--- src/sv/star_header_packet_deframer_top_assert.svh ---
// Assertion macros for the star header packet deframer.
`ifndef STAR_HEADER_PACKET_DEFRAMER_TOP_ASSERT_SVH
`define STAR_HEADER_PACKET_DEFRAMER_TOP_ASSERT_SVH

// The consequent must hold in the same cycle as the antecedent.
`define SHPD_ASSERT_IMP(label, ante, cons) \
  label: assert property (@(posedge clk_i) disable iff (!rst_ni) (ante) |-> (cons)) \
    else $error("shpd assertion failed");

// The consequent must hold in the cycle after the antecedent.
`define SHPD_ASSERT_NXT(label, ante, cons) \
  label: assert property (@(posedge clk_i) disable iff (!rst_ni) (ante) |=> (cons)) \
    else $error("shpd assertion failed");

`endif

--- src/sv/shpd_pkg.sv ---
// Package with types and constants of the star header packet deframer.
`timescale 1ns / 1ps

package shpd_pkg;

  localparam logic [7:0] STAR_BYTE    = 8'h2A;
  localparam int         HEADER_BYTES = 8;
  localparam int         HDR_CNT_W    = $clog2(HEADER_BYTES);
  localparam logic [HDR_CNT_W-1:0] HDR_LAST = HDR_CNT_W'(HEADER_BYTES - 1);
  localparam logic [HDR_CNT_W-1:0] HDR_LEN_HI = HDR_CNT_W'(0);
  localparam logic [HDR_CNT_W-1:0] HDR_LEN_LO = HDR_CNT_W'(1);
  localparam logic [HDR_CNT_W-1:0] HDR_TYPE   = HDR_CNT_W'(2);
  localparam logic [HDR_CNT_W-1:0] HDR_KEY0   = HDR_CNT_W'(4);

  typedef enum logic [1:0] {
    PHASE_HUNT   = 2'd0,
    PHASE_HEADER = 2'd1,
    PHASE_VALUE  = 2'd2
  } phase_e;

  typedef struct packed {
    logic [7:0]  data_byte;
    logic [15:0] packet_length;
    logic [7:0]  command_type;
    logic [31:0] packet_key;
    logic        is_last;
    logic        is_empty;
  } result_t;

endpackage

--- src/sv/shpd_core.sv ---
// Framing state machine: star hunt, header capture and value pass-through.
`timescale 1ns / 1ps

module shpd_core (
  input  logic                clk_i,
  input  logic                rst_ni,
  input  logic                push_i,
  input  logic [7:0]          byte_i,
  output logic                res_valid_o,
  output shpd_pkg::result_t   res_o
);

  shpd_pkg::phase_e                phase_q, phase_d;
  logic [1:0]                      star_run_q, star_run_d;
  logic [shpd_pkg::HDR_CNT_W-1:0]  hdr_cnt_q, hdr_cnt_d;
  logic [15:0]                     length_q, length_d;
  logic [7:0]                      type_q, type_d;
  logic [31:0]                     key_q, key_d;
  logic [15:0]                     left_q, left_d;
  logic [15:0]                     left_dec;

  assign left_dec = (left_q != 16'd0) ? left_q - 16'd1 : 16'd0;

  always_comb begin
    phase_d    = phase_q;
    star_run_d = star_run_q;
    hdr_cnt_d  = hdr_cnt_q;
    length_d   = length_q;
    type_d     = type_q;
    key_d      = key_q;
    left_d     = left_q;
    case (phase_q)
      shpd_pkg::PHASE_HEADER: begin
        if (hdr_cnt_q == shpd_pkg::HDR_LEN_HI) begin
          length_d = {byte_i, length_q[7:0]};
        end else if (hdr_cnt_q == shpd_pkg::HDR_LEN_LO) begin
          length_d = {length_q[15:8], byte_i};
        end else if (hdr_cnt_q == shpd_pkg::HDR_TYPE) begin
          type_d = byte_i;
        end else if (hdr_cnt_q >= shpd_pkg::HDR_KEY0) begin
          key_d = {key_q[23:0], byte_i};
        end
        if (hdr_cnt_q == shpd_pkg::HDR_LAST) begin
          hdr_cnt_d = '0;
          left_d    = length_q;
          phase_d   = (length_q == 16'd0) ? shpd_pkg::PHASE_HUNT : shpd_pkg::PHASE_VALUE;
        end else begin
          hdr_cnt_d = hdr_cnt_q + 1'b1;
        end
      end
      shpd_pkg::PHASE_VALUE: begin
        left_d = left_dec;
        if (left_dec == 16'd0) begin
          phase_d = shpd_pkg::PHASE_HUNT;
        end
      end
      default: begin
        phase_d = shpd_pkg::PHASE_HUNT;
        if (byte_i == shpd_pkg::STAR_BYTE) begin
          if (star_run_q >= 2'd2) begin
            star_run_d = 2'd0;
            hdr_cnt_d  = '0;
            key_d      = 32'd0;
            phase_d    = shpd_pkg::PHASE_HEADER;
          end else begin
            star_run_d = star_run_q + 2'd1;
          end
        end else begin
          star_run_d = 2'd0;
        end
      end
    endcase
  end

  always_comb begin
    res_valid_o         = 1'b0;
    res_o.data_byte     = byte_i;
    res_o.packet_length = length_d;
    res_o.command_type  = type_d;
    res_o.packet_key    = key_d;
    res_o.is_last       = 1'b0;
    res_o.is_empty      = 1'b0;
    case (phase_q)
      shpd_pkg::PHASE_HEADER: begin
        if (hdr_cnt_q == shpd_pkg::HDR_LAST && length_q == 16'd0) begin
          res_valid_o     = push_i;
          res_o.data_byte = 8'd0;
          res_o.is_last   = 1'b1;
          res_o.is_empty  = 1'b1;
        end
      end
      shpd_pkg::PHASE_VALUE: begin
        res_valid_o   = push_i;
        res_o.is_last = (left_dec == 16'd0);
      end
      default: begin
        res_valid_o = 1'b0;
      end
    endcase
  end

  always_ff @(posedge clk_i or negedge rst_ni) begin
    if (!rst_ni) begin
      phase_q    <= shpd_pkg::PHASE_HUNT;
      star_run_q <= 2'd0;
      hdr_cnt_q  <= '0;
      length_q   <= 16'd0;
      type_q     <= 8'd0;
      key_q      <= 32'd0;
      left_q     <= 16'd0;
    end else if (push_i) begin
      phase_q    <= phase_d;
      star_run_q <= star_run_d;
      hdr_cnt_q  <= hdr_cnt_d;
      length_q   <= length_d;
      type_q     <= type_d;
      key_q      <= key_d;
      left_q     <= left_d;
    end
  end

endmodule

--- src/sv/star_header_packet_deframer_top.sv ---
// Top level of the star header packet deframer with its output skid stage.
//
//   Channel | Direction | Handshake           | Payload
//   input   | in        | in_valid/in_ready   | in_byte (one received byte)
//   output  | out       | out_valid/out_ready | data byte, header fields, last, empty
//
// One byte is taken each cycle while in_ready_o is high and updates the framing state.
// A result is registered in the result register, or in the skid register on a stall.
// A two-entry output stage (result register plus skid register) keeps the input
// open while one result waits; in_ready_o drops only when both entries are full.
// Reset returns the deframer to the star hunt and empties the output stage.
`timescale 1ns / 1ps
`include "star_header_packet_deframer_top_assert.svh"

module star_header_packet_deframer_top (
  input  logic        clk_i,
  input  logic        rst_ni,
  input  logic        in_valid_i,
  output logic        in_ready_o,
  input  logic [7:0]  in_byte_i,
  output logic        out_valid_o,
  input  logic        out_ready_i,
  output logic [7:0]  data_byte_o,
  output logic [15:0] packet_length_o,
  output logic [7:0]  command_type_o,
  output logic [31:0] packet_key_o,
  output logic        is_last_o,
  output logic        is_empty_o
);

  logic              push;
  logic              res_valid;
  shpd_pkg::result_t res;
  logic              out_valid_q;
  shpd_pkg::result_t out_q;
  logic              skid_valid_q;
  shpd_pkg::result_t skid_q;
  logic              empty_form_ok;

  assign in_ready_o = !skid_valid_q;
  assign push       = in_valid_i && in_ready_o;

  shpd_core u_core (
    .clk_i       (clk_i),
    .rst_ni      (rst_ni),
    .push_i      (push),
    .byte_i      (in_byte_i),
    .res_valid_o (res_valid),
    .res_o       (res)
  );

  always_ff @(posedge clk_i or negedge rst_ni) begin
    if (!rst_ni) begin
      out_valid_q  <= 1'b0;
      skid_valid_q <= 1'b0;
    end else if (!out_valid_q || out_ready_i) begin
      if (skid_valid_q) begin
        out_valid_q  <= 1'b1;
        skid_valid_q <= 1'b0;
      end else begin
        out_valid_q <= res_valid;
      end
    end else if (res_valid) begin
      skid_valid_q <= 1'b1;
    end
  end

  always_ff @(posedge clk_i) begin
    if (!out_valid_q || out_ready_i) begin
      out_q <= skid_valid_q ? skid_q : res;
    end else if (res_valid) begin
      skid_q <= res;
    end
  end

  assign out_valid_o     = out_valid_q;
  assign data_byte_o     = out_q.data_byte;
  assign packet_length_o = out_q.packet_length;
  assign command_type_o  = out_q.command_type;
  assign packet_key_o    = out_q.packet_key;
  assign is_last_o       = out_q.is_last;
  assign is_empty_o      = out_q.is_empty;

  assign empty_form_ok = out_q.is_last && out_q.data_byte == 8'd0 &&
                         out_q.packet_length == 16'd0;

  `SHPD_ASSERT_IMP(a_skid_behind_out, skid_valid_q, out_valid_q)
  `SHPD_ASSERT_IMP(a_empty_form, out_valid_q && out_q.is_empty, empty_form_ok)
  `SHPD_ASSERT_NXT(a_skid_holds, skid_valid_q && out_valid_q && !out_ready_i, skid_valid_q && $stable(skid_q))

endmodule

--- config.mk ---
export PLATFORM = sky130hd
export DESIGN_NAME = star_header_packet_deframer_top
export DESIGN_NICKNAME = d
export VERILOG_FILES = /design/src/sv/shpd_pkg.sv /design/src/sv/shpd_core.sv /design/src/sv/star_header_packet_deframer_top.sv
export VERILOG_INCLUDE_DIRS = /design/src /design/src/sv
export SDC_FILE = /design/constraint.sdc
export NUM_CORES = 1
export LEC_CHECK = 0
export BUFFER_PORTS_ARGS = -buffer_cell sky130_fd_sc_hd__buf_2
export CAP_MARGIN = 5
export CORE_ASPECT_RATIO = 0.7
export CORE_MARGIN = 3
export CORE_UTILIZATION = 54
export DETAILED_ROUTE_END_ITERATION = 8
export PLACE_DENSITY_LB_ADDON = 0.1
export RECOVER_POWER = 25
export SYNTH_ARGS = -nofsm -noshare
export SYNTH_HDL_FRONTEND = slang
export SYNTH_SLANG_ARGS = --single-unit
--- constraint.sdc ---
create_clock -name clk_i -period 9.5 [get_ports clk_i]
set_clock_uncertainty 0.1 [all_clocks]
set_input_delay 0.95 -clock clk_i [delete_from_list [all_inputs] [get_ports clk_i]]
set_output_delay 0.95 -clock clk_i [all_outputs]
set_load 0.02 [all_outputs]
== Yosys cells after proc, flatten, opt, wreduce, memory -nomap -nowiden ==
Cells that the tools add are included.

* Word-level logic and storage cells: 96
* Memories kept: 0
* Register bits after elaboration: 213
* Output and inout port bits: 68
* RAM bits: 0
* ROM bits: 0
* Latch bits: 0

* Equal/unequal tests: 8
* Multipliers: 0
* Div/mod/pow operators: 0
* Mux-type cells: 40
* Shift operators: 0
* Add/subtract/negate cells: 3
* Bitwise logic cells: 3
* Order comparisons: 2
* Reductions and logical operators: 19

{| class="wikitable"
|+ Operator list
! operator !! number
|-
| 32-bit 2-to-1 mux || 6
|-
| 66-bit 2-to-1 mux || 1
|-
| 16-bit 2-to-1 mux || 4
|-
| 32-bit one-hot mux with 2 select lines || 1
|-
| 8-bit 2-to-1 mux || 7
|-
| 16-bit logical NOT || 2
|-
| 16-bit one-hot mux with 2 select lines || 1
|-
| 16-bit nonzero test || 1
|-
| 16-bit by 1-bit subtractor with 16-bit output (second input constant) || 1
|-
| 2-bit 2-to-1 mux || 7
|-
| 3-bit 2-to-1 mux || 3
|-
| 8-bit by 6-bit equality test with 1-bit output (second input constant) || 1
|-
| 2-bit nonzero test || 4
|-
| 1-bit 2-to-1 mux || 6
|-
| 3-bit one-hot mux with 2 select lines || 1
|-
| 3-bit AND reduction || 2
|-
| 2-bit by 1-bit inequality test with 1-bit output (second input constant) || 2
|-
| 1-bit one-hot mux with 2 select lines || 2
|-
| 2-bit one-hot mux with 2 select lines || 1
|-
| 2-bit AND reduction || 2
|-
| 4-bit AND reduction || 1
|-
| 3-bit by 1-bit adder with 3-bit output (second input constant) || 1
|-
| 3-bit by 1-bit equality test with 1-bit output (second input constant) || 1
|-
| 3-bit by 2-bit equality test with 1-bit output (second input constant) || 1
|-
| 12 further kinds || 16
|}

== Logic depth before layout (Yosys ltp) ==
Gate-level depths: netlist of the first run.

* Depth after elaboration: 7
* Gate-level depth with buffers: 10

== Cells and area by module ==
Synthesis of the first run repeated with hierarchy kept, for this count alone.

* Cells, all modules: 843
* Area total of the unflattened synthesis: 9968.3 um2

{| class="wikitable"
|+ Modules (own cells, without submodules)
! module !! cells each !! area an instance (um2) !! seq. area each (um2) !! instances
|-
| shpd_core || 627 || 5091.1 || 1976.9 || 1
|-
| star_header_packet_deframer_top || 216 || 4877.2 || 4013.8 || 1
|}

== Worst setup path after synthesis of the first run ==
OpenSTA, ideal clock, no wires.

* Path type: input to register
* From: input port out_ready_i
* To: register skid_q[0] in the netlist's numbering (enable)
* Buffers on the path: 0
* Path slack: -0.276 ns
* Stages on the path: 2
* Arrival: 9.024 ns
* Cells stage by stage: nand2b_1 -> nor4_1

* Longest elaborated chain between the ends: 3

{| class="wikitable"
|+ RTL lines
! element !! RTL line !! text
|-
| from (decl) || star_header_packet_deframer_top.sv:22 || <nowiki>input logic out_ready_i,</nowiki>
|-
| 1-bit logical OR || star_header_packet_deframer_top.sv:69 || <nowiki>if (!out_valid_q || out_ready_i) begin</nowiki>
|-
| 1-bit inverter (no source line) || -- ||
|-
| 2-bit AND reduction (no source line) || -- ||
|-
| to (signal assigned) || star_header_packet_deframer_top.sv:72 || <nowiki>skid_q <= res;</nowiki>
|-
| to (decl) || star_header_packet_deframer_top.sv:37 || <nowiki>shpd_pkg::result_t skid_q;</nowiki>
|}

Every way passes these cells.
A chain may end at the register's enable or synchronous reset.

==> run metrics, run 1 <==
RD Place Congestion=0.852; count leader, synth=nand2_1; crit-path max FO=81; Distinct cells, synth=49; CTS hold repair buffers=0; Overflow after GRT=0; crit path kind=input port to asynchronous set/reset pin; post-synth top area cell=edfxtp_1; measured slew at the worst slew-check pin=4620 ps; die area=0.0192 sq mm; Max stage delay on crit path=3170 ps; FF-to-FF path depth=3; CTS H-tree depth=1; Synth Warn #=0; Max Root-Sink Buffers=3; failing checks=max-capacitance violations, max-slew violations; post-synthesis sequential area ratio=63.1%; outcome=finished with violations; maximum vdd ir drop=0.000139 V; HP Class=flip-flop to flip-flop; area delta synth->final=12.3%; vias per cell=5.78; Synth area leaders=edfxtp_1, dfrtp_1, nand2_1; setup tns final=0 ps; top-area cell type share of the netlist area=41.7%; Routed WL=22.2 mm; Avg Synthesized Cell Area=11.3 sq um; Mapped Area=0.00950 sq mm; ANT nets after route=0; critical path data required time=8550 ps; post-CTS setup buffer count=0; Nets=921; max_cap viols=2; CTS tree=built; fraction of registers with async set/reset=38.0%; Post-Synthesis Net Count=859; cell area power density=218 mW/mm^2; Worst-Skew Late Latency=500 ps; CP bufs+invs=1; Avg WL per Cell=19.5 um; Die W=165 um; Final Hold Fails=0; RSZ-0062 raised after global routing=false; Cells after Synth=839; Setup violations, final=0; port bufs=79; Fill cells=1305; final core utilization=63.6%; Residual DRC=0; number of flops mapped to enable cells by yosys=132; number of I/O pins=80; share of layout cells above drive strength 1=19.4%; CP arrival=4190 ps; clock root buffer=clkbuf_16; CP Capture Type=asynchronous set/reset pin; Detailed Routing Iterations Pass 1=5; R2R Path Start=out_valid_o; vias in the first global route=6275; drt initial violations=832; CP cell instances=clkbuf_1; Initial Util=56.6%; DIE HEIGHT=117 um; CTS Sinks=213; final worst path period share=54.1%; initial antenna violation count=0; Hold Path Stages=2; first-pass GRT wire length=35.4 mm; Startpoint Class=input port; Slowest cell on crit path=clkbuf_1; Power Total=2330 uW; f_max=194 MHz; Tmin final=5140 ps; total number of vias=6595; Hold Startpoint=u_core.type_q[4]; critical path's top delay family=buffers and inverters; leakage=0.00466 uW; largest net degree at the start of global routing=82; Yosys reg bits=213; CTS resizes=0; clock slew at reported path FFs=60 ps; CORE AREA=0.0168 sq mm; ant diodes=0; CTS Buf Count=21; post-DP HPWL=14.0 mm; Crit Reg-Reg Endpoint=skid_q[10]; Max Slew Vio Count=152; Rel. slew slack=-208%; R2R Setup Slk=5530 ps; total track usage=23.7%; commonest register cell after synthesis=edfxtp_1; FP Rows=39; worst hold endpoint=u_core.type_q[4]; commonest cells in the netlist=nand2_1, edfxtp_1, o21ai_0
## registers in the layout (all words and copies together) (netlist names)
signal	count
skid_valid_q	1
u_core.phase_q	2
u_core.key_q	32
out_valid_o	1
skid_q	66
is_last_o	1
data_byte_o	8
u_core.star_run_q	2
packet_key_o	32
u_core.length_q	16
packet_length_o	16
u_core.type_q	8
u_core.hdr_cnt_q	3
u_core.left_q	16
command_type_o	8
is_empty_o	1
## cells in the final DEF, fill, tap and decap left out, types with 10 or more instances in the layout
master,instances
edfxtp_1,132
a21o_1,31
o21ai_0,107
a22o_1,10
inv_1,56
a21oi_1,10
mux2_2,50
dfrtp_1,80
nand2_1,170
a22oi_1,30
nor2_1,17
clkbuf_16,21
nor4_1,10
buf_2,78
## worst max path at each step
stage / start / depth (start not counted) / to
detailed placement: out_ready_i / 4 / skid_q[7]
floorplan: out_ready_i / 2 / skid_q[0]
global route: rst_ni / 1 / skid_valid_q
CTS: u_core.phase_q[0] / 6 / packet_key_o[28]
global placement: out_ready_i / 4 / skid_q[7]
finish: rst_ni / 1 / skid_valid_q
## where the power goes
part           internal [uW]  switching (uW)
Clock                    409             342
Sequential              1080            83.0
Combinational            164             248
Total                   1660             673
## layer usage
| metal | wire length (um) | share of wire [%] | track usage, % | up-vias |
|---|---|---|---|---|
| met2 | 8880 | 40 | 32.0 | 284 |
| met1 | 11200 | 50 | 40.7 | 3174 |
| met5 | 0 | 0 | 0 | - |
| met4 | 286 | 1.3 | 3.91 | 0 |
| met3 | 1890 | 8.5 | 3.34 | 27 |
| li1 | - | - | - | 3110 |
## stage by stage
stage | setup slack (ps) | area [sq um] | hold WS, ps | std cells
after global routing | 3310 | 10700 | 410 | 1141
after CTS | 6340 | 10700 | 381 | 1141
after detailed placement | 6320 | 10100 | 367 | 1103
final | 4360 | 10700 | 375 | 1141
after floorplan | 439 | 9500 | 340 | 839
after global placement | 6390 | 10100 | 352 | 1103
## cell type report
class / count / area (sq um) / share of cell area [%]
Clock buffer: 26 / 544 / 5.10
Tap cell: 225 / 282 / 2.64
Sequential cell: 213 / 5990 / 56.2
Timing Repair Buffer: 86 / 447 / 4.19
Clock inverter: 12 / 65.1 / 0.610
Multi-Input combinational cell: 522 / 3130 / 29.3
Inverter: 57 / 214 / 2.01
## kinds of logic after synthesis
family,Yosys count,synth area share (%)
flops,213,63.1
compound gates,207,13.5
xor+xnor,3,0.277
buf+inv,104,4.20
simple gates,250,11.6
mux,54,6.36
fa+ha+maj,8,1.05
No activity file was read; power rests on OpenSTA's default activity.
==> run 2: changes to the inputs <==
Settings changed: CORE_UTILIZATION 54 to 59.
Clock period 9.5 ns to 5.35 ns, I/O delays scaled along.
==> run 2 against run 1 <==
The flow still finishes with violations (max-capacitance violations, max-slew violations). Worst hold slack got worse by 81 ps. Critical path depth increased by 2. Largest cell class unchanged. Highest routed layer unchanged. Non-clock buffer count increased by 1. Design area decreased by 0.55%. Global-route usage increased by 0.66 points. Count of clock-buffer cells in the layout increased by 3. Die area decreased by 8.1%. Register-to-register slack got worse by 4000 ps. Core utilization increased by 4.3 points. Clock power increased by 86%. First-iteration DRC count decreased by 25%. Routed wire length decreased by 4.6%.
==> run metrics, run 2 (synthesized netlist as in run 1, its figures left out) <==
Final Hold Fails=0 (unchanged); R2R Setup Slk=1520 ps (-4010 ps); FF-to-FF path depth=3 (unchanged); total number of vias=6526 (-1.0%); CTS resizes=0 (unchanged); leakage=0.00441 uW (-5.3%); number of I/O pins=80 (unchanged); final worst path period share=71.6%; f_max=261 MHz; failing checks=max-capacitance violations, max-slew violations; Initial Util=60.7% (+4.1 points); critical path's top delay family=simple AND/OR/NAND/NOR gates; initial antenna violation count=0 (unchanged); CTS tree=built; sequential power share=49.4% (-0.7 points); vias per cell=5.85 (+1.3%); Overflow after GRT=0 (unchanged); Metal-1 WL=10.3 mm (-7.9%); CORE AREA=0.0156 sq mm (-6.8%); CTS hold repair buffers=1 (+1); ANT nets after route=0 (unchanged); Post-DP Area=0.0100 sq mm (-0.22%); DIE HEIGHT=112 um (-4.1%); part of the total power dissipated in the clock network=33.5% (+1.3 points); P_int=3030 uW (+83%); Die W=158 um (-4.2%); Residual DRC=0 (unchanged); maximum vdd ir drop=0.000213 V (+54%); crit path kind=flip-flop to flip-flop; post-CTS setup buffer count=0 (unchanged); vias in the first global route=6149 (-2.0%); Routed WL=21.2 mm (-4.6%); cell area power density=394 mW/mm^2 (+80%); post-DP HPWL=13.6 mm (-3.2%); outcome=finished with violations; setup tns final=0 ps (unchanged); Tmin final=3830 ps; Slowest cell on crit path=nand2b_1; CTS Sinks=213 (unchanged); Max Root-Sink Buffers=3 (unchanged); share of layout cells above drive strength 1=11.8% (-7.6 points); max_cap viols=1 (-1); ant diodes=0 (unchanged); crit-path max FO=69 (-15%); R2R Path Start=out_valid_o; Max Slew Vio Count=70 (-54%); Sw Pwr=1140 uW (+70%); max reg flops=66 (unchanged); port bufs=79 (unchanged); Met2 Wirelength=9.07 mm (+2.1%); commonest cells after routing, fill and taps aside=nand2_1, edfxtp_1, o21ai_0, dfrtp_1, clkbuf_1; die area=0.0177 sq mm (-8.1%); clock slew at reported path FFs=60 ps (about the same); Final Hold Slack=294 ps (-81.2 ps); Crit Reg-Reg Endpoint=skid_q[8]; CTS Buf Count=20 (-4.8%); Worst path depth=3 (+2); Rel. slew slack=-120% (+89 points); Max stage delay on crit path=1650 ps (-1520 ps); RSZ-0062 raised after global routing=false; CP cell instances=nand2b_1, nor4_4, buf_4; crit path from=out_valid_o; Placed Cells=1078 (-2.3%); pre-CTS setup slack=1670 ps (-4650 ps); fin cells=1115 (-2.3%); RD Place Congestion=0.833 (-2.1%); CP bufs+invs=1 (unchanged); CP Capture Type=flip-flop; critical path data required time=5380 ps (-3170 ps); total track usage=24.4% (+0.66 points); CTS H-tree depth=1 (unchanged); Comb pwr share=17.0% (-0.7 points); commonest non-fill, non-tap cell in the layout=nand2_1; Critical Path Sink=skid_q[8]; measured slew at the worst slew-check pin=3300 ps (-1330 ps); CP arrival=3860 ps (-330 ps); Worst-Skew Late Latency=490 ps (about the same); Avg WL per Cell=19.0 um (-2.4%); drt initial violations=626 (-25%); Nets=921 (unchanged); HP Class=input port to asynchronous set/reset pin; worst setup margin=1520 ps (-2840 ps); clock root buffer=clkbuf_16; highest metal used=met4; Setup violations, final=0 (unchanged); Detailed Routing Iterations Pass 1=6 (+1); Sw Share=27.4% (-1.5 points); largest net degree at the start of global routing=80 (-2.4%); first-pass GRT wire length=34.2 mm (-3.4%); Startpoint Class=flip-flop; met3 wire length=1.61 mm (-15%); FP Rows=38 (-2.6%); area delta synth->final=11.7%; Final Cell Area=0.0106 sq mm (-0.55%); Biggest register=skid_q
## run 2: per-stage QoR
stage                     total power, uW  utilization [%]
after CTS                            4210             68.4
final                                4180             67.8
after global routing                 4390             67.8
after global placement               2790             64.2
after detailed placement             2810             64.2
after floorplan                      2580                -
## run 2: power groups by stage
stage          combinational, uW  sequential (uW)  clock (uW)
6_report                     712             2070        1400
5_1_grt                      798             2090        1510
4_1_cts                      725             2060        1430
3_5_place_dp                 720             2090           0
3_3_place_gp                 702             2080           0
2_1_floorplan                469             2120           0
## run 2: cell type report
| type | count | area [sq um] |
|---|---|---|
| Inverter | 57 | 214 |
| Fill cell | 1191 | 5030 |
| Clock inverter | 7 | 80.1 |
| Multi-Input combinational cell | 522 | 3130 |
| Clock buffer | 29 | 566 |
| Timing Repair Buffer | 87 | 374 |
| Sequential cell | 213 | 5990 |
| Tap cell | 200 | 250 |
## run 2: worst min path at each step
stage,from,endpoint,slack [ps],cells past startpoint
2_1_floorplan,rst_ni,out_valid_o,140,0
3_3_place_gp,rst_ni,u_core.key_q[13],230,1
3_5_place_dp,rst_ni,u_core.key_q[13],230,1
4_1_cts,rst_ni,u_core.key_q[13],260,2
5_1_grt,rst_ni,u_core.key_q[13],310,2
6_report,rst_ni,u_core.key_q[13],290,2
## run 2: metal layers
metal | GRT usage (%) | up-vias
li1 | - | 3096
met1 | 40.5 | 3168
met2 | 34.2 | 237
met3 | 4.59 | 25
met4 | 3.64 | 0
met5 | 0 | -
